## src/rtl/core/cfb_pkg.sv

```systemverilog
`timescale 1ns / 1ps
`default_nettype none

package cfb_pkg;

   localparam int SAMPLE_W = 16;
   localparam int LEN_W    = 12;
   localparam int CSR_IDX_W  = 2;
   localparam int CSR_DATA_W = 16;

   // register indexes on the csr port
   localparam logic [CSR_IDX_W-1:0] CSR_GAIN     = 2'd0;
   localparam logic [CSR_IDX_W-1:0] CSR_FEEDBACK = 2'd1;
   localparam logic [CSR_IDX_W-1:0] CSR_DELAY    = 2'd2;

   // delay length held already clamped to 1..min(4095, MAX_DELAY)
   typedef struct packed {
      logic signed [SAMPLE_W-1:0] gain;
      logic                       feedback;
      logic [LEN_W-1:0]           delay_len;
   } cfb_cfg_type;

endpackage

`default_nettype wire

```

## src/rtl/core/cfb_mac.sv

```systemverilog
`timescale 1ns / 1ps
`default_nettype none

module cfb_mac (
   input  wire logic signed [cfb_pkg::SAMPLE_W-1:0] sample,
   input  wire logic signed [cfb_pkg::SAMPLE_W-1:0] delayed,
   input  wire logic signed [cfb_pkg::SAMPLE_W-1:0] gain,
   output logic signed [cfb_pkg::SAMPLE_W-1:0]      result
);

   logic signed [31:0] prod;
   logic signed [32:0] acc;
   logic signed [32:0] rnd;
   logic signed [17:0] quot;

   always_comb begin
      prod = gain * delayed;
      acc  = $signed({{2{sample[15]}}, sample, 15'd0}) + 33'(prod);
      // round half up, then floor shift
      rnd  = acc + 33'sd16384;
      quot = rnd[32:15];
      if (quot[17:15] == 3'b000 || quot[17:15] == 3'b111) begin
         result = quot[15:0];
      end else if (quot[17]) begin
         result = 16'sh8000;
      end else begin
         result = 16'sh7fff;
      end
   end

endmodule

`default_nettype wire

```

## config.mk

```make
export PLATFORM = sky130hd
export DESIGN_NAME = cfb_mac
export DESIGN_NICKNAME = d
export VERILOG_FILES = /design/src/rtl/core/cfb_pkg.sv /design/src/rtl/core/cfb_mac.sv
export SDC_FILE = /design/constraint.sdc
export NUM_CORES = 1
export LEC_CHECK = 0
export BUFFER_PORTS_ARGS = -buffer_cell sky130_fd_sc_hd__buf_2
export CORE_MARGIN = 2
export CORE_UTILIZATION = 42
export DETAILED_ROUTE_END_ITERATION = 8
export MAX_ROUTING_LAYER = met4
export PLACE_DENSITY = 0.66
export REMOVE_ABC_BUFFERS = 1
export SLEW_MARGIN = 20
export SYNTH_ARGS = -nofsm -noshare
export SYNTH_HDL_FRONTEND = slang
export SYNTH_SLANG_ARGS = --single-unit
export TNS_END_PERCENT = 50
```

## constraint.sdc

```tcl
create_clock -name vclk -period 7.25
set_clock_uncertainty 0.2 [all_clocks]
set_input_delay 0.3625 -clock vclk [all_inputs]
set_output_delay 0.3625 -clock vclk [all_outputs]
set_load 0.02 [all_outputs]
```

# After elaboration in Yosys (flattened, before gate mapping)

Cells that the tools add are included.

Register bits after elaboration: 0
Bits of input ports: 48
Output and inout port bits: 16
Word-level logic and storage cells: 8

Muxes and demuxes: 2
Reduce and logical (&&, ||, !) cells: 2
Add/subtract/negate cells: 2
Multipliers: 1
Equal/unequal tests: 1

Operator list:

| cell                                                             | number |
|---|---|
| 31-bit by 32-bit adder with 33-bit output                        | 1 |
| 33-bit by 16-bit adder with 33-bit output, second input constant | 1 |
| 16-bit by 16-bit multiplier with 32-bit output                   | 1 |
| 16-bit 2-to-1 mux                                                | 2 |
| 3-bit equality test, second input constant                       | 1 |
| 3-bit logical NOT                                                | 1 |
| 1-bit logical OR                                                 | 1 |

# Logic depth before layout (Yosys ltp)

Depth after elaboration: 6
Gate-level depth with buffers: 25
Depth with buffers taken out: 23

# Worst setup path after synthesis

OpenSTA, ideal clock, no wires.

Kind: in2out
Start point: input port gain[15] in the netlist's numbering
End point: output port result[10] in the netlist's numbering
Arrival time: 6.586 ns
Path buffers: 2
Cell stages on the path: 23
Required time: 6.688 ns
Path slack: 0.102 ns
Cell sequence: clkbuf_1 > nand2_1 > inv_1 > fa_1 > inv_1 > fa_1 > inv_1 > fa_1 > fa_1 > fa_1 > inv_1 > fa_1 > inv_1 > ha_1 > a21o_1 > a21oi_1 > o2111ai_1 > a21oi_1 > o31ai_4 > xnor2_1 > o21ai_2 > buf_6 > a21o_1

Longest elaborated chain between the ends: 6
Elaborated cells between the ends (all ways): 8
Those cells by class: add/sub (2); mul (1); eq/ne (1); mux (2); reduce/logical (2)

RTL lines:

| item                                                            | line          | RTL |
|---|---|---|
| start: declaration                                              | cfb_mac.sv:7  | `input wire logic signed [cfb_pkg::SAMPLE_W-1:0] gain,` |
| 16-bit by 16-bit multiplier with 32-bit output *                | cfb_mac.sv:17 | `prod = gain * delayed;` |
| 31-bit by 32-bit adder with 33-bit output *                     | cfb_mac.sv:18 | `acc = $signed({{2{sample[15]}}, sample, 15'd0}) + 33'(prod);` |
| 33-bit by 16-bit adder with 33-bit output *                     | cfb_mac.sv:20 | `rnd = acc + 33'sd16384;` |
| 3-bit equality test / 3-bit logical NOT (equally long branches) | cfb_mac.sv:22 | `if (quot[17:15] == 3'b000 \|\| quot[17:15] == 3'b111) begin` |
| 1-bit logical OR                                                | cfb_mac.sv:22 |  |
| 16-bit 2-to-1 mux *                                             | cfb_mac.sv:22 |  |
| end: declaration                                                | cfb_mac.sv:8  | `output logic signed [cfb_pkg::SAMPLE_W-1:0] result` |

Every way passes the cells marked *; elsewhere a longest branch is shown, timed or not.

# Worst setup path in the final report

Start point: input port delayed[3] in the netlist's numbering
End point: output port result[14] in the netlist's numbering

Longest elaborated chain between the ends: 6
Elaborated cells between the ends (all ways): 8
Those cells by class: add/sub (2); mul (1); eq/ne (1); mux (2); reduce/logical (2)

RTL lines:

| item                                                            | line          | RTL |
|---|---|---|
| start: declaration                                              | cfb_mac.sv:6  | `input wire logic signed [cfb_pkg::SAMPLE_W-1:0] delayed,` |
| 16-bit by 16-bit multiplier with 32-bit output *                | cfb_mac.sv:17 |  |
| 31-bit by 32-bit adder with 33-bit output *                     | cfb_mac.sv:18 |  |
| 33-bit by 16-bit adder with 33-bit output *                     | cfb_mac.sv:20 |  |
| 3-bit equality test / 3-bit logical NOT (equally long branches) | cfb_mac.sv:22 |  |
| 1-bit logical OR                                                | cfb_mac.sv:22 |  |
| 16-bit 2-to-1 mux *                                             | cfb_mac.sv:22 |  |

Marked as above.

==> impl_metrics.yaml <==
outcome:
  status: "completed"
drt:
  drt-total-wl_um: 24600
  drc: 0
  vias_per_cell: 4.96
  drt_iter0_drc: 264
  drtAntennaViolNets: 0
  drt_first_pass_iters: 5
  vias: 7767
  wl_per_cell_um: 15.7
floorplanning:
  core_area_sq_um: 25100
  die_w_um: 164
  dieArea_sq_um: 26800
  ios: 64
  die_h_um: 164
  num_rows: 58
  start_util_pct: 42.6
synth:
  synth_common_cells: "inv_1, fa_1, nand2_1"
  post_synth.cell_area_avg_sq_um: 9.16
  synth_xor_xnor_area_share_pct: 2.13
  yosysTopAreaCell: "fa_1"
  ys_seq_area_share_pct: 0
  synthAdderAreaFrac_pct: 63.9
  synth_compound_area_share_pct: 6.88
  synth_top_family_by_area: "adder cells"
  synth_top_area_share_pct: 53.1
  syn_inst: 1169
  ys_top_cells_by_area: "fa_1, inv_1, ha_1"
  ys_types: 50
  synth.cell_area_sq_um: 10700
  synth.most_common_cell: "inv_1"
  synth_warnings: 0
  synth_mux_area_share_pct: 0
  synthSimpleGateAreaFrac_pct: 14.0
finish:
  nets: 1661
  register_area_sq_um: 0
  antenna-diode-count: 0
  nClkBuffers: 0
  drive_gt1_share_pct: 11.3
  fill_cells: 2448
  area_growth_pct: 9.37
  seq_cell_count: 0
  stdcell_area_sq_um: 11700
grt:
  antenna_found_initial: 0
  grt_max_degree: 17
  grt_pass1_wl_um: 41500
  grt_util_all_layers_pct: 20.0
  grt_pass1_vias: 8394
  gr-total-overflow: 0
job:
  cap_violations: 0
critical_path:
  required_ns: 6.69
  crit_type: "in2out"
  startpoint: "delayed[3]"
  critPathMostFrequentCell: "fa_1"
  start_kind: "input pin"
  slowest_delay_ns: 0.58
  arrival_ns: 6.49
  crit_chain: "buf_2 > and2_4 > fa_1 > inv_1 > fa_1 > clkinvlp_4 > buf_4 > fa_1 > fa_1 > fa_1 > inv_1 > fa_1 > inv_1 > ha_1 > o21ai_1 > nand2b_1 > a21o_1 > a211oi_1 > a221o_1 > a211o_1 > a21oi_4 > buf_12 > a41o_1 > buf_2"
  endpoint_kind: "primary output"
  path_max_fanout: 15
  crit_path_top_delay_cell: "fa_1"
min_path:
  hp-class: "in2out"
  min_from: "delayed[1]"
timing:
  finalHoldViolCount: 0
  relSlewSlack_pct: 48.5
  fmax_ghz: 0.142
  finalSetupTns_ns: 0
  min_period_ns: 7.05
  drv_slew: 0
  layout_setup_ws_ns: 0.199
  fin_crit_sh_pct: 97.3
  setup-violations-final: 0
  worstMarginPinSlew_ns: 0.770
  holdWs_ns: 1.71
placed_design:
  dp_hpwl_um: 22400
  postPlaceCellArea_sq_um: 11500
  gp_congestion: 0.903
  io_buffers: 64
  pre_cts_slack_ns: -0.0410
clock_tree:
  cts_hold_buffers: 0
-- per-stage QoR --
stage / cells / util, %
floorplan: 1133 / -
global placement: 1557 / 45.9
detailed placement: 1557 / 45.9
CTS: 1557 / 45.9
global route: 1565 / 46.6
finish: 1565 / 46.6
-- logic make-up (layout without fill, tap and decap cells) --
group | Yosys count | count (layout)
AO/OA/AOI/OAI | 97 | 97
buffers and inverters | 370 | 436
adder cells (fa/ha/maj) | 376 | 376
XOR/XNOR | 26 | 26
AND/OR/NAND/NOR | 300 | 300
-- worst max-delay path: cells and delay by family --
kind	cells	cell delay, ns
fa+ha+maj	7	3.45
compound gates	7	1.33
buf+inv	8	1.07
simple gates	2	0.27
-- worst paths after layout --
| kind | endpoint | slack [ns] | cells after the start |
|---|---|---|---|
| worst max-delay path | result[14] | 0.20 | 24 |
| worst min-delay path | result[1] | 1.71 | 9 |
-- placed cells by master, fill, tap and decap left out, types with 20 or more instances in the layout --
cell     count
inv_1      333
fa_1       284
nand2_1    133
and2_1     114
ha_1        87
buf_2       61
buf_4       36
a21oi_1     24
nor2_1      20
a21o_1      20
-- routing by layer --
| layer | global-route usage (%) | routed length, um | vias up |
|---|---|---|---|
| li1 | - | - | 3542 |
| met4 | 2.79 | 421 | 0 |
| met5 | - | 0 | - |
| met1 | 26.2 | 10400 | 4034 |
| met2 | 35.4 | 12900 | 162 |
| met3 | 0.736 | 803 | 29 |
-- cell type report --
cell class                 count  area, sq um  area share [%]
multi-input combinational    799         9400            80.3
inverter                     334         1260            10.7
timing repair buffer         102          642            5.48
tap                          330          413            3.53
-- repair_timing --
action,CTS,global route
gates resized for setup,2,27
hold endpoints to repair,0,0
pin swaps,0,8
gates cloned,0,0
setup endpoints to repair,5,15
buffers inserted,0,8
Power is not shown: default switching activity piles up to over one toggle a cycle in this logic, so the estimate is an artifact.
