$ cat src/rtl/core/cfb_pkg.sv
`timescale 1ns / 1ps
`default_nettype none

package cfb_pkg;

   localparam int SAMPLE_W = 16;
   localparam int LEN_W    = 12;
   localparam int CSR_IDX_W  = 2;
   localparam int CSR_DATA_W = 16;

   // register indexes on the csr port
   localparam logic [CSR_IDX_W-1:0] CSR_GAIN     = 2'd0;
   localparam logic [CSR_IDX_W-1:0] CSR_FEEDBACK = 2'd1;
   localparam logic [CSR_IDX_W-1:0] CSR_DELAY    = 2'd2;

   // delay length held already clamped to 1..min(4095, MAX_DELAY)
   typedef struct packed {
      logic signed [SAMPLE_W-1:0] gain;
      logic                       feedback;
      logic [LEN_W-1:0]           delay_len;
   } cfb_cfg_type;

endpackage

`default_nettype wire

$ cat src/rtl/core/cfb_csr.sv
`timescale 1ns / 1ps
`default_nettype none

module cfb_csr #(
   parameter int MAX_DELAY = 2048
) (
   input  wire logic                              clock,
   input  wire logic                              reset,
   input  wire logic                              wr_en,
   input  wire logic [cfb_pkg::CSR_IDX_W-1:0]     index,
   input  wire logic [cfb_pkg::CSR_DATA_W-1:0]    wdata,
   output cfb_pkg::cfb_cfg_type                   cfg
);

   localparam logic [16:0] MAX_W = 17'(MAX_DELAY);
   localparam logic [cfb_pkg::LEN_W-1:0] RESET_LEN =
      (MAX_DELAY < 2048) ? cfb_pkg::LEN_W'(MAX_DELAY) : cfb_pkg::LEN_W'(2048);

   cfb_pkg::cfb_cfg_type cfg_ff, cfg_in;
   logic [cfb_pkg::LEN_W-1:0] raw_len;
   logic [cfb_pkg::LEN_W-1:0] clamped_len;

   always_comb begin
      raw_len = wdata[cfb_pkg::LEN_W-1:0];
      if (raw_len == '0) begin
         clamped_len = cfb_pkg::LEN_W'(1);
      end else if (17'(raw_len) > MAX_W) begin
         clamped_len = cfb_pkg::LEN_W'(MAX_DELAY);
      end else begin
         clamped_len = raw_len;
      end
   end

   always_comb begin
      cfg_in = cfg_ff;
      if (wr_en) begin
         case (index)
            cfb_pkg::CSR_GAIN:     cfg_in.gain      = wdata;
            cfb_pkg::CSR_FEEDBACK: cfg_in.feedback  = wdata[0];
            cfb_pkg::CSR_DELAY:    cfg_in.delay_len = clamped_len;
            default:               cfg_in = cfg_ff;
         endcase
      end
   end

   always_ff @(posedge clock) begin
      if (reset) begin
         cfg_ff.gain      <= '0;
         cfg_ff.feedback  <= 1'b0;
         cfg_ff.delay_len <= RESET_LEN;
      end else begin
         cfg_ff <= cfg_in;
      end
   end

   assign cfg = cfg_ff;

endmodule

`default_nettype wire

$ cat config.mk
export PLATFORM = sky130hd
export DESIGN_NAME = cfb_csr
export DESIGN_NICKNAME = d
export VERILOG_FILES = /design/src/rtl/core/cfb_pkg.sv /design/src/rtl/core/cfb_csr.sv
export SDC_FILE = /design/constraint.sdc
export NUM_CORES = 1
export LEC_CHECK = 0
export BUFFER_PORTS_ARGS = -buffer_cell sky130_fd_sc_hd__buf_2
export CORE_ASPECT_RATIO = 1.2
export CORE_MARGIN = 4
export CORE_UTILIZATION = 35
export DETAILED_ROUTE_END_ITERATION = 8
export PLACE_DENSITY_LB_ADDON = 0.2
export SLEW_MARGIN = 20
export SYNTH_ARGS = -nofsm -noshare
export SYNTH_HDL_FRONTEND = slang
export SYNTH_SLANG_ARGS = --single-unit
$ cat constraint.sdc
create_clock -name clock -period 1.2 [get_ports clock]
set_input_delay 0.06 -clock clock [delete_from_list [all_inputs] [get_ports clock]]
set_output_delay 0.06 -clock clock [all_outputs]
set_load 0.01 [all_outputs]
### Word-level counts from Yosys, hierarchy flattened

Cells that the tools add are included.
Widths: inputs -> output; s select.

| storage, ports and cells | value |
|---|---|
| bits of input ports | 21 |
| flip-flop bits (word level) | 29 |

| operators by class | value |
|---|---|
| order comparisons | 1 |
| mux-type cells | 2 |
| reductions and logical operators | 5 |
| equal/unequal tests | 2 |

Operators by type and width:

| operator | number |
|---|---|
| $mux 12 | 2 |
| $gt 12x12->1 const B | 1 |
| $logic_not 12->1 | 1 |
| $reduce_and 2->1 | 3 |
| $eq 2x1->1 const B | 1 |
| $eq 2x2->1 const B | 1 |
| $logic_not 2->1 | 1 |

### Logic depth before layout (Yosys ltp)

| depth | value |
|---|---|
| depth after elaboration | 3 |
| gate-level depth with buffers | 5 |
| mapped depth without buffers | 3 |

### Worst setup path after synthesis

OpenSTA, ideal clock, no wires.

| timing path | value |
|---|---|
| path kind | input -> register |
| start | in index[0] (netlist bit) |
| end | reg cfg_ff (netlist bit cfg[20]) |
| arrival | 0.818 ns |
| cell stages on the path | 5 |
| setup slack | 0.242 ns |
| data required time | 1.059 ns |
| library setup time | 0.141 ns |
| cells stage by stage | or3b_1 buf_6 buf_6 nand2_2 a21oi_2 |

| on the way | value |
|---|---|
| longest elaborated chain between the ends | 2 |

Ends and longest elaborated chain:

| what | line | source |
|---|---|---|
| start: declaration | cfb_csr.sv:10 | `input wire logic [cfb_pkg::CSR_IDX_W-1:0] index,` |
| $logic_not 2->1 | cfb_csr.sv:37 | `case (index)` |
| $reduce_and 2->1 (no source line) | - |  |
| end signal: assignment | cfb_csr.sv:52 | `cfg_ff <= cfg_in;` |
| end: declaration | cfb_csr.sv:19 | `cfb_pkg::cfb_cfg_type cfg_ff, cfg_in;` |

Every way passes these cells.
A chain may end at the register's enable or synchronous reset.

### Final worst setup path

| timing path | value |
|---|---|
| start | in wdata[3] (netlist bit) |
| end | reg cfg_ff (netlist bit cfg[0]) |

| on the way | value |
|---|---|
| longest elaborated chain between the ends | 3 |
| elaborated cells between the ends (all ways) | 4 |
| classes of those cells | order compare: 1; mux: 2; reduce/logical: 1 |

Ends and longest elaborated chain:

| what | line | source |
|---|---|---|
| start: declaration | cfb_csr.sv:11 | `input wire logic [cfb_pkg::CSR_DATA_W-1:0] wdata,` |
| $gt 12x12->1 | cfb_csr.sv:27 | `end else if (17'(raw_len) > MAX_W) begin` |
| $mux 12 | cfb_csr.sv:27 |  |
| $mux 12 (*) | cfb_csr.sv:25 | `if (raw_len == '0) begin` |

Mark *: on every way between the ends. The rest lies on a longest branch, timed or not.

==> metrics.yaml <==
yosys:
  yosysSeqAreaShare_pct: 50.0
  synthDistinctLibCells: 19
  avgSynthCellArea_um2: 9.22
  synth.cell_area_um2: 1160
  synth_area_leaders: "dfxtp_1, nand2_1, a21oi_2"
  synth_top_area_cell: "dfxtp_1"
  yosys_warnings: 0
  syn_nets: 147
  ys_ff_latch: 29
  synth_top_area_share_pct: 50.0
  syn_inst: 126
final_layout:
  largest_reg_flops: 29
  final_cell_mix: "buf_2, nand2_1, dfxtp_1"
  layout-drive-gt1-share_pct: 43.7
  final_nets: 211
  area_growth_syn_to_layout_pct: 38.0
  final_common_cell: "buf_2"
  design_area_um2: 1600
  finalNonFillerCells: 226
  antenna_cells: 0
critical_path:
  cp_data_required_time_ns: 1.47
  arrival_ns: 1.33
  cp-start-kind: "input pin"
  critPathMaxFanout: 3
  end_kind: "register"
  startpoint: "wdata[3]"
  r2r_slack_ns: 0.58
  reg2reg_from: "cfg[0]$_SDFFE_PP0P_"
  reg2reg_depth: 1
  worstSetupPathType: "input pin to register"
  cp-endpoint: "cfg[0]$_SDFFE_PP0P_"
  r2r-end: "cfg[0]$_SDFFE_PP0P_"
global_routing:
  antenna_found_initial: 0
  grt_pass1_wl_mm: 4.93
  grt_overflow: 0
  gr-usage-met2_pct: 23.5
  grt_max_degree: 27
  use_met1_pct: 18.0
  grt_busiest_layer: "met2"
  grt_usage_pct: 15.2
  use_met3_pct: 7.30
  grt_pass1_vias: 1100
placed_design:
  preCtsSetupSlack_ns: 0.0599
  place_area_um2: 1460
  globalplace.congestion: 0.820
  post-place-cells: 210
  io_buffer_count: 49
  hpwl_mm: 2.24
routing:
  ant_nets: 0
  wl_mm: 3.03
  first_pass_iters: 4
  drt-initial-drc-count: 34
  vias: 1095
  routedWlPerCell_um: 13.4
  routed_via_density: 4.85
  drc: 0
power:
  power.leakage_nw: 0.700
  powerDensity_nw_per_um2: 1140
  ir_drop_uv: 977
sta:
  drv_slew: 0
  fin_ws_ns: 0.137
  hold_slack_ns: 0.0157
  finClkSkew_ns: 0
  rsz0062_at_grt: "false"
  timing.fmax_mhz: 941
  hold_viol: 0
  tightest_slew_ns: 0.498
  slew_headroom_pct: 66.5
  tns_ns: 0
  fin_crit_ns: 1.06
  final-setup-viol-count: 0
  finalCritPeriodShare_pct: 88.6
worst_hold_path:
  hp-class: "input pin to register"
floorplan:
  num_io_pins: 50
  core_um2: 3140
  fp-row-count: 22
  die_w_um: 60.6
  dieHeight_um: 71.1
  initial_core_util_pct: 37.0
  die-area_um2: 4310
run:
  max-cap-violations: 0
clock_network:
  cts_sinks: 29
  cts_tree: "yes"
  cts_hold_buffers: 9
  cts.htree.levels: 2
  post_cts_buffers: 0
  cts_buffers: 5
  root_buffer: "clkbuf_4"
  cts_resized: 0
  clk_latency_ns: 0.32
  clkTransAtPathRegs_ns: 0.09
  cts_max_path_buffers: 2
outcome:
  status: "finished clean"
[layout make-up]
| cell class | instances | area [um2] |
|---|---|---|
| fillers | 323 | 1540 |
| well taps | 36 | 45.0 |
| clock buffers | 7 | 55.1 |
| repair buffers | 64 | 393 |
| flip-flops and latches | 29 | 581 |
| multi-input cells | 90 | 529 |
[how the worst min path moves through the flow]
stage / startpoint / endpoint / slack, ns / depth (start not counted)
final: wdata[2] / cfg[15]$_SDFFE_PP0P_ / 0.02 / 3
after global routing: wdata[6] / cfg[6]$_SDFFE_PP0P_ / 0.007 / 2
after CTS: wdata[6] / cfg[19]$_SDFFE_PP0P_ / 0.001 / 3
after detailed placement: wdata[12] / cfg[25]$_SDFFE_PP0P_ / 0.31 / 3
after global placement: wdata[12] / cfg[25]$_SDFFE_PP0P_ / 0.31 / 3
after floorplan: wdata[11] / cfg[11]$_SDFFE_PP1P_ / 0.18 / 2
[kinds of logic (layout without fill, tap and decap cells)]
family	after synthesis	in the layout	synth area share, %
AO/OA/AOI/OAI	28	28	16.9
buffers and inverters	7	71	4.42
flip-flops	29	29	50.0
multiplexers	1	1	0.862
AND/OR/NAND/NOR	61	61	27.8
[critical path, stage by stage]
cell           delay [ns]
dlygate4sd3_1        0.53
buf_2                0.14
nor4_1               0.31
a31o_1               0.19
a22o_1               0.11
[stage by stage]
step,utilization [%],power (mW)
after detailed placement,46.5,1.24
after global routing,51.1,1.93
after floorplan,-,1.14
final,51.1,1.83
after global placement,46.5,1.24
after CTS,51.1,1.86
[where the power goes]
part / internal [mW] / total, mW / switching, mW
combinational: 0.111 / 0.235 / 0.125
sequential: 0.990 / 1.00 / 0.0152
clock: 0.276 / 0.589 / 0.313
[per-layer routing]
layer | vias to the layer above | routed length [um]
li1 | 553 | -
met2 | 43 | 1400
met1 | 493 | 1330
met5 | - | 0
met3 | 6 | 270
met4 | 0 | 36
[synth_stat cells, drive strengths merged]
library cell	number
or3b	1
and3b	1
nand3b	11
a31o	1
nor3b	1
nor3	1
buf	5
nor4	2
clkbuf	2
dfxtp	29
mux2i	1
nand2	41
a21oi	23
nor2	3
a22o	4
Power figures use the tool's default switching activity.
