$ cat config.mk
export PLATFORM = sky130hd
export DESIGN_NAME = cfb_ring
export DESIGN_NICKNAME = d
export VERILOG_FILES = /design/src/rtl/core/cfb_pkg.sv /design/src/rtl/core/cfb_ring.sv
export SDC_FILE = /design/constraint.sdc
export NUM_CORES = 1
export LEC_CHECK = 0
export BUFFER_PORTS_ARGS = -buffer_cell sky130_fd_sc_hd__buf_2
export CORE_UTILIZATION = 27
export DETAILED_ROUTE_END_ITERATION = 8
export GPL_TIMING_DRIVEN = 0
export PLACE_DENSITY = 0.47
export SYNTH_ARGS = -nofsm -noshare
export SYNTH_HDL_FRONTEND = slang
export SYNTH_SLANG_ARGS = --single-unit
$ cat constraint.sdc
create_clock -name clock -period 5.7 [get_ports clock]
set_input_delay 0.57 -clock clock [delete_from_list [all_inputs] [get_ports clock]]
set_output_delay 0.57 -clock clock [all_outputs]
set_load 0.02 [all_outputs]
$ cat src/rtl/core/cfb_pkg.sv
`timescale 1ns / 1ps
`default_nettype none

package cfb_pkg;

   localparam int SAMPLE_W = 16;
   localparam int LEN_W    = 12;
   localparam int CSR_IDX_W  = 2;
   localparam int CSR_DATA_W = 16;

   // register indexes on the csr port
   localparam logic [CSR_IDX_W-1:0] CSR_GAIN     = 2'd0;
   localparam logic [CSR_IDX_W-1:0] CSR_FEEDBACK = 2'd1;
   localparam logic [CSR_IDX_W-1:0] CSR_DELAY    = 2'd2;

   // delay length held already clamped to 1..min(4095, MAX_DELAY)
   typedef struct packed {
      logic signed [SAMPLE_W-1:0] gain;
      logic                       feedback;
      logic [LEN_W-1:0]           delay_len;
   } cfb_cfg_type;

endpackage

`default_nettype wire

$ cat src/rtl/core/cfb_ring.sv
`timescale 1ns / 1ps
`default_nettype none

module cfb_ring #(
   parameter int MAX_DELAY = 2048,
   parameter int CHANNELS  = 2,
   parameter int ADDR_W    = 12
) (
   input  wire logic                          clock,
   input  wire logic                          reset,
   input  wire logic                          advance,
   input  wire logic                          channel,
   input  wire logic [cfb_pkg::LEN_W-1:0]     delay_len,
   output logic [ADDR_W-1:0]                  addr,
   output logic                               in_range
);

   localparam int PW = (MAX_DELAY > 1) ? $clog2(MAX_DELAY) : 1;
   localparam int CW = ((PW > cfb_pkg::LEN_W) ? PW : cfb_pkg::LEN_W) + 1;

   logic [PW-1:0]     pos_ff [2];
   logic [PW-1:0]     pos_in;
   logic [PW-1:0]     slot;
   logic [CW-1:0]     len_ext;
   logic [CW-1:0]     nxt_ext;
   logic [ADDR_W:0]   addr_sum;

   assign in_range = (CHANNELS > 1) || !channel;
   assign len_ext  = CW'(delay_len);

   always_comb begin
      // a shortened delay can leave the position past the end
      slot    = (CW'(pos_ff[channel]) >= len_ext) ? '0 : pos_ff[channel];
      nxt_ext = CW'(slot) + CW'(1);
      pos_in  = (nxt_ext >= len_ext) ? '0 : PW'(nxt_ext);
      addr_sum = (ADDR_W+1)'(slot) +
                 ((channel && in_range) ? (ADDR_W+1)'(MAX_DELAY) : '0);
      addr = addr_sum[ADDR_W-1:0];
   end

   always_ff @(posedge clock) begin
      if (reset) begin
         for (int i = 0; i < 2; i++) begin
            pos_ff[i] <= '0;
         end
      end else if (advance && in_range) begin
         pos_ff[channel] <= pos_in;
      end
   end

endmodule

`default_nettype wire

Word-level counts from Yosys, hierarchy flattened
Memory sizes are Yosys's and may differ from the RTL's. Cells that the tools add are included.

Add/subtract/negate cells: 2. $lt $le $gt $ge: 2. Multiplexer cells: 11. Reduce and logical (&&, ||, !) cells: 1.

Operators by type and width (number): $mux W11 (3); $add A11 B1 Y12 const B (1); $add A11 B12 Y12 (1); $ge A11 B12 Y1 (1); $ge A12 B12 Y1 (1); $mux W12 (1); $reduce_or A11 Y1 (1); $mux W1 (7).

Register bits after elaboration: 0. RAM bits: 22. Input port bits: 16. Output and inout bits: 13. Memories: 1.

Memories: pos_ff (words 2, width 11, rd ports 1, clocked after Yosys merged registers in 0, wr ports 2, line cfb_ring.sv:21) `logic [PW-1:0] pos_ff [2];`.

Depth between registers and ports, before layout
Gate-level depths: netlist (run 1). An unclocked memory read counts as a cell.

Depth after elaboration: 7. Depth in mapped cells: 18. Mapped depth without buffers: 14.

Least setup slack after synthesis (run 1)
No wires, ideal clock.

Kind: input -> register. From: in channel. To: mem pos_ff[1][2] (netlist bit), data pin. Library setup time: 0.150 ns. Arrival: 4.062 ns. Required time: 5.550 ns. Slack: 1.488 ns. Stages on the path: 17. Path buffers: 4. Cells stage by stage: buf_6 -> buf_12 -> mux2i_2 -> inv_1 -> ha_1 -> and3_1 -> a221oi_1 -> o22ai_2 -> clkbuf_1 -> nor2_1 -> ha_1 -> nand2b_1 -> a2111o_1 -> a21oi_1 -> o21ai_1 -> buf_6 -> nor3_2.

RTL lines: start: declaration (line cfb_ring.sv:12) `input wire logic channel,`; end: declaration (line cfb_ring.sv:21).

==> results of run 1 <==
## worst max-delay path: cells and delay by family
kind,cells,cell delay (ns)
adders and majority gates,2,0.61
AOI/OAI and AO/OA,5,1.53
and+or+nand+nor,4,0.51
muxes,1,0.39
buffers and inverters,5,1.03
## worst paths after layout
check                                           startpoint                          to  slack (ns)  cells after the start
worst max-delay path                               channel  pos_ff[1][9]$_SDFFCE_PN0P_        1.15                     17
worst min-delay path                         delay_len[11]  pos_ff[1][0]$_SDFFCE_PN0P_        0.89                      3
worst max register to register  pos_ff[1][0]$_SDFFCE_PN0P_  pos_ff[1][9]$_SDFFCE_PN0P_        1.34                     15
worst min register to register  pos_ff[0][9]$_SDFFCE_PN0P_  pos_ff[1][9]$_SDFFCE_PN0P_        0.94                      3
## logic make-up (layout without fill, tap and decap cells)
logic type / after synthesis / count (layout)
xor gates and xnor gates: 6 / 6
DFF: 22 / 22
muxes: 11 / 11
AOI/OAI and AO/OA: 28 / 28
adders and majority gates: 23 / 23
and+or+nand+nor: 70 / 70
buffers and inverters: 30 / 60
other: 1 / 1
## layout make-up
cell class | count | area (µm²)
plain buffers | 10 | 86.3
repair buffers | 26 | 130
inverters | 20 | 75.1
well taps | 99 | 124
multi-input cells | 139 | 1250
clock buffers | 3 | 41.3
clock inverters | 1 | 3.75
fillers | 791 | 4960
flip-flops and latches | 22 | 661
## stage by stage
step	instance area, µm²	setup WS, ns
after floorplan	2070	1.49
after global placement	2330	0.829
after detailed placement	2330	0.857
after CTS	2370	1.12
after global routing	2370	0.889
final	2370	1.15
## layout by cell type, fill, tap and decap left out, drive strengths merged
cell type,count
nor2,19
clkinv,1
o21ba,2
a21o,5
buf,34
nor4,1
clkbuf,5
nor2b,3
o21ai,5
nand2b,5
conb,1
nand4,7
and3,3
ha,23
or2b,1
nand3,3
o22ai,1
mux2,2
a21oi,8
xnor2,6
a221oi,3
nand2,5
mux2i,9
nand4b,2
a2111oi,2
a2111o,1
or2,1
inv,20
o211ai,1
edfxtp,22
nor3,20
## power groups by stage
stage          clock network (mW)  registers, mW  logic [mW]
6_report                    0.103          0.197       0.146
3_3_place_gp                    0          0.201       0.148
3_5_place_dp                    0          0.201       0.148
5_1_grt                     0.112          0.198       0.163
2_1_floorplan                   0          0.199       0.108
4_1_cts                     0.104          0.197       0.149
## per-layer routing
layer / vias up / GRT usage / part of all wire
met4: 0 / 0.0231 / 0.0042
met2: 28 / 0.217 / 0.46
li1: 751 / - / -
met1: 729 / 0.182 / 0.50
met3: 2 / 0.0247 / 0.034
met5: - / 0 / 0
==> impl_metrics.csv, run 1 <==
group,metric,value,unit
cells_and_area,num_antenna_cells,0,
power_and_ir_drop,sw_frac_of_total,0.343,
setup_path,crit_path_start_kind,"input pin",
timing,worst_pin_slew,0.607,ns
global_route,grt_pass1_wl,7.79,mm
cells_and_area,largest_reg_flops,22,
global_route,grt_max_degree,13,
cells_and_area,final_cells,320,
timing,tns,0,ns
place,io_buffers,26,
global_route,grt.overflow.total,0,
run,max_cap_viol_count,0,
floorplan,io_pins,29,
power_and_ir_drop,p_total,0.446,mW
cells_and_area,final_util,0.323,
setup_path,critPathSlowestCell,"a2111oi_0",
setup_path,path_max_fanout,10,
timing,setup_viol,0,
drt,drtPass1Iterations,4,
floorplan,initial_core_util,0.283,
cells_and_area,regMostFlops,"pos_ff",
timing,fin_worst_skew,0.00793,ns
synthesis,synth_compound_area_frac,0.112,
synthesis,synth-seq-area-share,0.319,
power_and_ir_drop,combPwrFrac,0.328,
cells_and_area,area_growth,14.4,%
clock_network,numClockSinks,22,
synthesis,yosys_register_bits,22,
setup_path,path_class,"input pin to flop",
power_and_ir_drop,ir_drop,0.0609,mV
place,place.gp.congestion,0.781,
timing,hold-worst-slack,0.895,ns
clock_network,cts_tree,"built",
power_and_ir_drop,power_switching,0.153,mW
timing,max_freq,220,MHz
drt,remaining_drc_errors,0,
timing,finalCriticalPeriod,4.55,ns
clock_network,cts_made_buffers,3,
synthesis,yosysUniqueCellTypes,45,
cells_and_area,drive_gt1_frac,0.344,
power_and_ir_drop,pwr-share-clk,0.231,
floorplan,fp.dieH,89.6,µm
drt,detail_route.wl_per_cell,14.7,µm
synthesis,synth_warnings,0,
timing,min_period_over_period,0.799,
clock_network,cts-root-buf,"clkbuf_8",
worst_hold_path,hp-class,"input pin to flop",
synthesis,synth_xor_area_frac,0.0326,
clock_network,clk_pin_slew,0.09,ns
clock_network,post_cts_buffers,0,
cells_and_area,finalNetCount,261,
setup_path,slowest_delay,0.60,ns
timing,rsz0062_at_grt,"false",
power_and_ir_drop,leakagePower,1.15,nW
cells_and_area,reg_top3,"pos_ff: 22 flops",
synthesis,syn_area,2070,µm²
place,hpwl,3.74,mm
synthesis,synth_edf_count,22,
floorplan,core,7330,µm²
power_and_ir_drop,power.density,188,nW/µm²
drt,vias,1510,
setup_path,end_kind,"flop",
synthesis,synth-simple-area-share,0.248,
place,placed_cells,316,
clock_network,cts_max_path_buffers,2,
synthesis,synth-async-reset-ratio,0,
timing,drv_slew,0,
global_route,grt_pass1_vias,1506,
floorplan,row_count,31,
setup_path,cp_cell_sequence,"buf_6, buf_12, mux2i_2, inv_1, ha_1, and3_1, nand4_1, o22ai_2, clkbuf_1, nor2_1, ha_1, a21o_1, a21o_1, a2111oi_0, o21ai_1, buf_6, nor3_2",
synthesis,synth_top_area_frac,0.319,
clock_network,cts-resized-gates,0,
drt,routed_wl,4.71,mm
clock_network,clkLatencyLatePin,0.27,ns
synthesis,syn_inst,191,
setup_path,crit_arrival,4.67,ns
synthesis,yosys.cell_count.top_type,"ha_1",
power_and_ir_drop,p_int,0.293,mW
setup_path,required,5.82,ns
synthesis,synthAdderAreaFrac,0.139,
synthesis,synth_top_area_cell,"edfxtp_1",
power_and_ir_drop,power_frac_seq,0.441,
synthesis,synth_top_family_by_area,"simple AND/OR/NAND/NOR gates",
floorplan,die_x,89.6,µm
global_route,antenna_found_initial,0,
synthesis,synth_area_leaders,"edfxtp_1, ha_1, nor3_2, inv_1, nor2_1",
floorplan,die_area,8030,µm²
timing,relSlewSlack,0.585,
synthesis,yosys-top-cells-count,"ha_1, edfxtp_1, nor3_2",
clock_network,hold_buffers,0,
synthesis,syn_nets,230,
timing,finalHoldViolations,0,
drt,viasPerCell,4.72,
outcome,status,"completed",
synthesis,syn_area_per_cell,10.8,µm²
global_route,track_usage,0.132,
synthesis,synth_mux_area_frac,0.0700,
drt,drtAntennaViolNets,0,
clock_network,h-tree-depth,1,
synthesis,yosys_most_used_dff,"edfxtp_1",
drt,drtIter0Drc,105,
(Power assumes the default switching activity.)
==> run 2: changes to the inputs <==
==> constraint.sdc (replaced) <==
create_clock -name clock -period 4.25 [get_ports clock]
set_input_delay 0.425 -clock clock [delete_from_list [all_inputs] [get_ports clock]]
set_output_delay 0.425 -clock clock [all_outputs]
set_load 0.02 [all_outputs]
==> impl_metrics.csv, run 2 (synthesis gave the netlist of run 1 again) <==
group,metric,value,unit
cells_and_area,area_growth,16.7,%
cells_and_area,final_area,2420,µm²
timing,min_period_over_period,0.935,
setup_path,r2r-start,"pos_ff[1][2]$_SDFFCE_PN0P_",
floorplan,initial_core_util,0.283,
setup_path,worst-r2r-setup-slack,0.35,ns
clock_network,hold_buffers,0,
global_route,grtUsageMet3,0.0247,
cells_and_area,mostFrequentLayoutCells,"buf_2, ha_1, edfxtp_1, nor3_2",
timing,tns,0,ns
clock_network,h-tree-depth,1,
global_route,grt_pass1_vias,1506,
cells_and_area,regMostFlops,"pos_ff",
setup_path,required,4.37,ns
setup_path,end_kind,"flop",
timing,max_freq,252,MHz
timing,finalHoldViolations,0,
drt,detail_route.wl_per_cell,14.6,µm
drt,drtPass1Iterations,4,
worst_hold_path,worstHoldStart,"reset",
cells_and_area,drive_gt1_frac,0.368,
timing,setup_viol,0,
timing,fin_worst_skew,0.00797,ns
cells_and_area,finalNetCount,263,
power_and_ir_drop,ir_drop,0.0822,mV
global_route,met2_usage,0.217,
place,io_buffers,26,
place,place.gp.congestion,0.781,
cells_and_area,final_common_cell,"buf_2",
worst_hold_path,min_to,"pos_ff[1][0]$_SDFFCE_PN0P_",
setup_path,reg2reg_depth,16,
timing,drv_slew,0,
global_route,grt_pass1_wl,7.79,mm
clock_network,clk_pin_slew,0.09,ns
floorplan,die_area,8030,µm²
worst_hold_path,hp-class,"input pin to flop",
drt,drtIter0Drc,92,
global_route,gr-max-usage-layer,"met2",
place,placed_cells,316,
clock_network,cts-root-buf,"clkbuf_8",
global_route,track_usage,0.132,
timing,hold-worst-slack,0.779,ns
drt,routed_wl,4.71,mm
global_route,grt_max_degree,13,
floorplan,fp.dieH,89.6,µm
power_and_ir_drop,power.density,251,nW/µm²
drt,drtAntennaViolNets,0,
setup_path,crit_arrival,4.09,ns
timing,relSlewSlack,0.597,
clock_network,cts_made_buffers,3,
setup_path,path_max_fanout,10,
cells_and_area,final_cells,322,
drt,vias,1502,
worst_hold_path,whs_path_depth,4,
floorplan,io_pins,29,
cells_and_area,fill_cells,786,
global_route,use_met1,0.182,
clock_network,clkLatencyLatePin,0.27,ns
timing,worst_pin_slew,0.605,ns
timing,rsz0062_at_grt,"false",
drt,viasPerCell,4.66,
floorplan,die_x,89.6,µm
setup_path,crit_path_start_kind,"input pin",
floorplan,row_count,31,
clock_network,cts_tree,"built",
place,hpwl,3.74,mm
place,place_area,2330,µm²
power_and_ir_drop,leakagePower,1.18,nW
outcome,status,"completed",
run,max_cap_viol_count,0,
cells_and_area,largest_reg_flops,22,
timing,finalCriticalPeriod,3.97,ns
global_route,grt.overflow.total,0,
setup_path,path_class,"input pin to flop",
drt,remaining_drc_errors,0,
cells_and_area,reg_top3,"pos_ff: 22 flops",
clock_network,cts_max_path_buffers,2,
clock_network,numClockSinks,22,
global_route,antenna_found_initial,0,
setup_path,timing.rr.end,"pos_ff[0][9]$_SDFFCE_PN0P_",
floorplan,core,7330,µm²
cells_and_area,num_antenna_cells,0,
## run 2: cell types whose count changed in the layout (fill, tap and decap cells not counted)
cell | previous run | this run
a2111oi_2 | 1 | 2
a221oi_2 | 0 | 1
mux2i_4 | 2 | 4
clkbuf_2 | 0 | 1
mux2i_2 | 2 | 0
a221oi_1 | 2 | 1
clkbuf_1 | 2 | 0
a2111oi_0 | 1 | 0
buf_4 | 2 | 4
buf_2 | 28 | 29
## run 2: worst max-delay path, cell delays in order
cell       delay [ns]
buf_6            0.16
buf_12           0.17
mux2i_1          0.31
inv_1            0.08
ha_1             0.29
a21oi_1          0.14
o21ai_1          0.11
a221oi_2         0.28
o22ai_2          0.19
clkbuf_2         0.23
nor2_1           0.16
ha_1             0.26
a21o_1           0.18
a21o_1           0.20
a2111oi_2        0.43
o21ai_1          0.17
buf_6            0.19
nor3_2           0.11
## run 2: how the worst max path moves through the flow
stage | from | to | slack [ns] | cells past startpoint
3_5_place_dp | channel | pos_ff[1][3]$_SDFFCE_PN0P_ | -0.45 | 18
5_1_grt | channel | pos_ff[0][9]$_SDFFCE_PN0P_ | 0.04 | 17
6_report | channel | pos_ff[0][9]$_SDFFCE_PN0P_ | 0.28 | 18
4_1_cts | channel | pos_ff[0][9]$_SDFFCE_PN0P_ | 0.07 | 18
3_3_place_gp | channel | pos_ff[1][9]$_SDFFCE_PN0P_ | -0.48 | 18
2_1_floorplan | channel | pos_ff[1][2]$_SDFFCE_PN0P_ | 0.18 | 17
## run 2: stage by stage
stage                     total power [mW]  worst slack, ns   util
after CTS                            0.604           0.0730  0.325
after global routing                 0.644           0.0428  0.330
after floorplan                      0.411            0.183      -
after global placement               0.467           -0.476  0.317
after detailed placement             0.467           -0.448  0.317
final                                0.607            0.277  0.330
## run 2: report_power, final
part / switching [mW] / internal [mW] / total (mW)
clock network: 0.0744 / 0.0648 / 0.139
registers: 0.0108 / 0.254 / 0.265
logic: 0.124 / 0.0794 / 0.203
total: 0.209 / 0.398 / 0.607
## run 2: what timing repair did
action,CTS,global route
pin swaps,0,1
cloned,0,0
setup buffers,0,2
setup endpoints to repair,12,21
resized for setup,4,4
## run 2: metal layers
metal,vias up,routed length [µm]
met3,2,157
met4,0,20
met5,-,0
li1,757,-
met1,717,2360
met2,26,2180
## run 2: final cells by class
cell class	count	area (µm²)	area share
clock buffer	3	41.3	0.0171
clock inverter	1	3.75	0.00155
inverter	20	75.1	0.0310
tap	99	124	0.0512
timing repair buffer	28	145	0.0600
sequential	22	661	0.273
multi-input combinational	139	1280	0.529
buffer	10	88.8	0.0367
==> run 3: changes to the inputs <==
--- a/config.mk
+++ b/config.mk
@@ -7,6 +7,7 @@
 export LEC_CHECK = 0
 export BUFFER_PORTS_ARGS = -buffer_cell sky130_fd_sc_hd__buf_2
 export CORE_UTILIZATION = 27
+export CTS_BUF_LIST = sky130_fd_sc_hd__clkbuf_16
 export DETAILED_ROUTE_END_ITERATION = 8
 export GPL_TIMING_DRIVEN = 0
 export PLACE_DENSITY = 0.47
==> impl_metrics.csv, run 3 (synthesis gave the netlist of run 1 again) <==
group,metric,value,unit
global_route,track_usage,0.132,
cells_and_area,num_antenna_cells,0,
cells_and_area,mostFrequentLayoutCells,"buf_2, ha_1, edfxtp_1, nor3_2",
timing,max_freq,250,MHz
power_and_ir_drop,leakagePower,1.19,nW
global_route,grt_pass1_wl,7.82,mm
drt,drtIter0Drc,72,
cells_and_area,reg_top3,"pos_ff: 22 flops",
clock_network,h-tree-depth,1,
power_and_ir_drop,power.density,274,nW/µm²
place,io_buffers,26,
drt,viasPerCell,4.69,
power_and_ir_drop,power_switching,0.213,mW
timing,tns,0,ns
floorplan,io_pins,29,
cells_and_area,final_area,2450,µm²
cells_and_area,final_common_cell,"buf_2",
run,max_cap_viol_count,0,
cells_and_area,final_util,0.335,
drt,drtAntennaViolNets,0,
floorplan,row_count,31,
timing,relSlewSlack,0.601,
clock_network,hold_buffers,0,
power_and_ir_drop,pwr-share-clk,0.303,
global_route,antenna_found_initial,0,
drt,routed_wl,4.74,mm
drt,detail_route.wl_per_cell,14.7,µm
timing,finalHoldViolations,0,
place,hpwl,3.74,mm
timing,setup_viol,0,
global_route,grt_pass1_vias,1519,
cells_and_area,regMostFlops,"pos_ff",
power_and_ir_drop,sw_frac_of_total,0.316,
drt,drtPass1Iterations,4,
clock_network,numClockSinks,22,
clock_network,cts-root-buf,"clkbuf_16",
floorplan,initial_core_util,0.283,
place,place_area,2330,µm²
setup_path,crit_path_start_kind,"input pin",
floorplan,die_area,8030,µm²
timing,fin_worst_skew,0.00293,ns
cells_and_area,finalNetCount,263,
power_and_ir_drop,p_total,0.672,mW
power_and_ir_drop,power_frac_seq,0.395,
timing,drv_slew,0,
floorplan,die_x,89.6,µm
setup_path,required,4.35,ns
cells_and_area,area_growth,18.4,%
floorplan,core,7330,µm²
drt,remaining_drc_errors,0,
timing,worst_pin_slew,0.598,ns
power_and_ir_drop,combPwrFrac,0.302,
timing,hold-worst-slack,0.803,ns
clock_network,clk_pin_slew,0.06,ns
outcome,status,"completed",
clock_network,cts_made_buffers,3,
clock_network,clkLatencyLatePin,0.26,ns
clock_network,cts_tree,"built",
power_and_ir_drop,ir_drop,0.115,mV
timing,rsz0062_at_grt,"false",
floorplan,fp.dieH,89.6,µm
timing,finalCriticalPeriod,3.99,ns
power_and_ir_drop,p_int,0.460,mW
place,place.gp.congestion,0.781,
setup_path,path_class,"input pin to flop",
clock_network,cts_max_path_buffers,2,
global_route,grt_max_degree,13,
timing,min_period_over_period,0.940,
cells_and_area,drive_gt1_frac,0.368,
worst_hold_path,hp-class,"input pin to flop",
cells_and_area,largest_reg_flops,22,
setup_path,path_max_fanout,10,
global_route,grt.overflow.total,0,
setup_path,crit_arrival,4.10,ns
drt,vias,1511,
setup_path,end_kind,"flop",
## run 3: cell types whose count changed in the layout (fill, tap and decap cells not counted)
cell | before | now
clkbuf_16 | 0 | 3
clkbuf_8 | 3 | 0
## run 3: per-stage QoR
| stage | cells | setup WS, ns |
|---|---|---|
| 2_1_floorplan | 191 | 0.183 |
| 6_report | 322 | 0.255 |
| 3_5_place_dp | 316 | -0.448 |
| 4_1_cts | 320 | 0.0597 |
| 5_1_grt | 322 | 0.0232 |
| 3_3_place_gp | 316 | -0.476 |
## run 3: layout make-up
| cell class | instances | area [µm²] |
|---|---|---|
| well taps | 99 | 124 |
| flip-flops and latches | 22 | 661 |
| clock inverters | 1 | 3.75 |
| multi-input cells | 139 | 1280 |
| repair buffers | 28 | 145 |
| fillers | 779 | 4880 |
| clock buffers | 3 | 75.1 |
| inverters | 20 | 75.1 |
| plain buffers | 10 | 88.8 |
## run 3: power by group through the flow
stage	registers, mW	logic [mW]	clock network (mW)
after floorplan	0.267	0.145	0
after global placement	0.269	0.198	0
after detailed placement	0.269	0.198	0
after CTS	0.265	0.201	0.205
after global routing	0.267	0.227	0.215
final	0.265	0.203	0.204
## run 3: path summary, 6_finish.rpt
check | from | slack [ns] | depth (start not counted) | endpoint
worst max register to register | pos_ff[1][2]$_SDFFCE_PN0P_ | 0.35 | 16 | pos_ff[1][3]$_SDFFCE_PN0P_
worst max-delay path | channel | 0.26 | 18 | pos_ff[1][3]$_SDFFCE_PN0P_
worst min-delay path | reset | 0.80 | 4 | pos_ff[1][0]$_SDFFCE_PN0P_
worst min register to register | pos_ff[1][10]$_SDFFCE_PN0P_ | 0.93 | 3 | pos_ff[1][10]$_SDFFCE_PN0P_
## run 3: timing repair
item	CTS	global route
pin swaps	0	1
resized for setup	4	4
endpoints found under the setup margin	12	22
setup buffers	0	2
## run 3: worst max-delay path, stage by stage
cell	delay, ns
buf_6	0.15
buf_12	0.17
mux2i_1	0.31
inv_1	0.08
ha_1	0.29
a21oi_1	0.14
o21ai_1	0.11
a221oi_2	0.28
o22ai_2	0.19
clkbuf_2	0.24
nor2_1	0.16
ha_1	0.26
a21o_1	0.18
a21o_1	0.20
a2111oi_2	0.44
o21ai_1	0.17
buf_6	0.20
nor3_2	0.11
## run 3: per-layer routing
layer | track usage | part of all wire
met1 | 0.179 | 0.50
met2 | 0.220 | 0.47
met3 | 0.0247 | 0.027
met4 | 0.0274 | 0.0042
met5 | 0 | 0
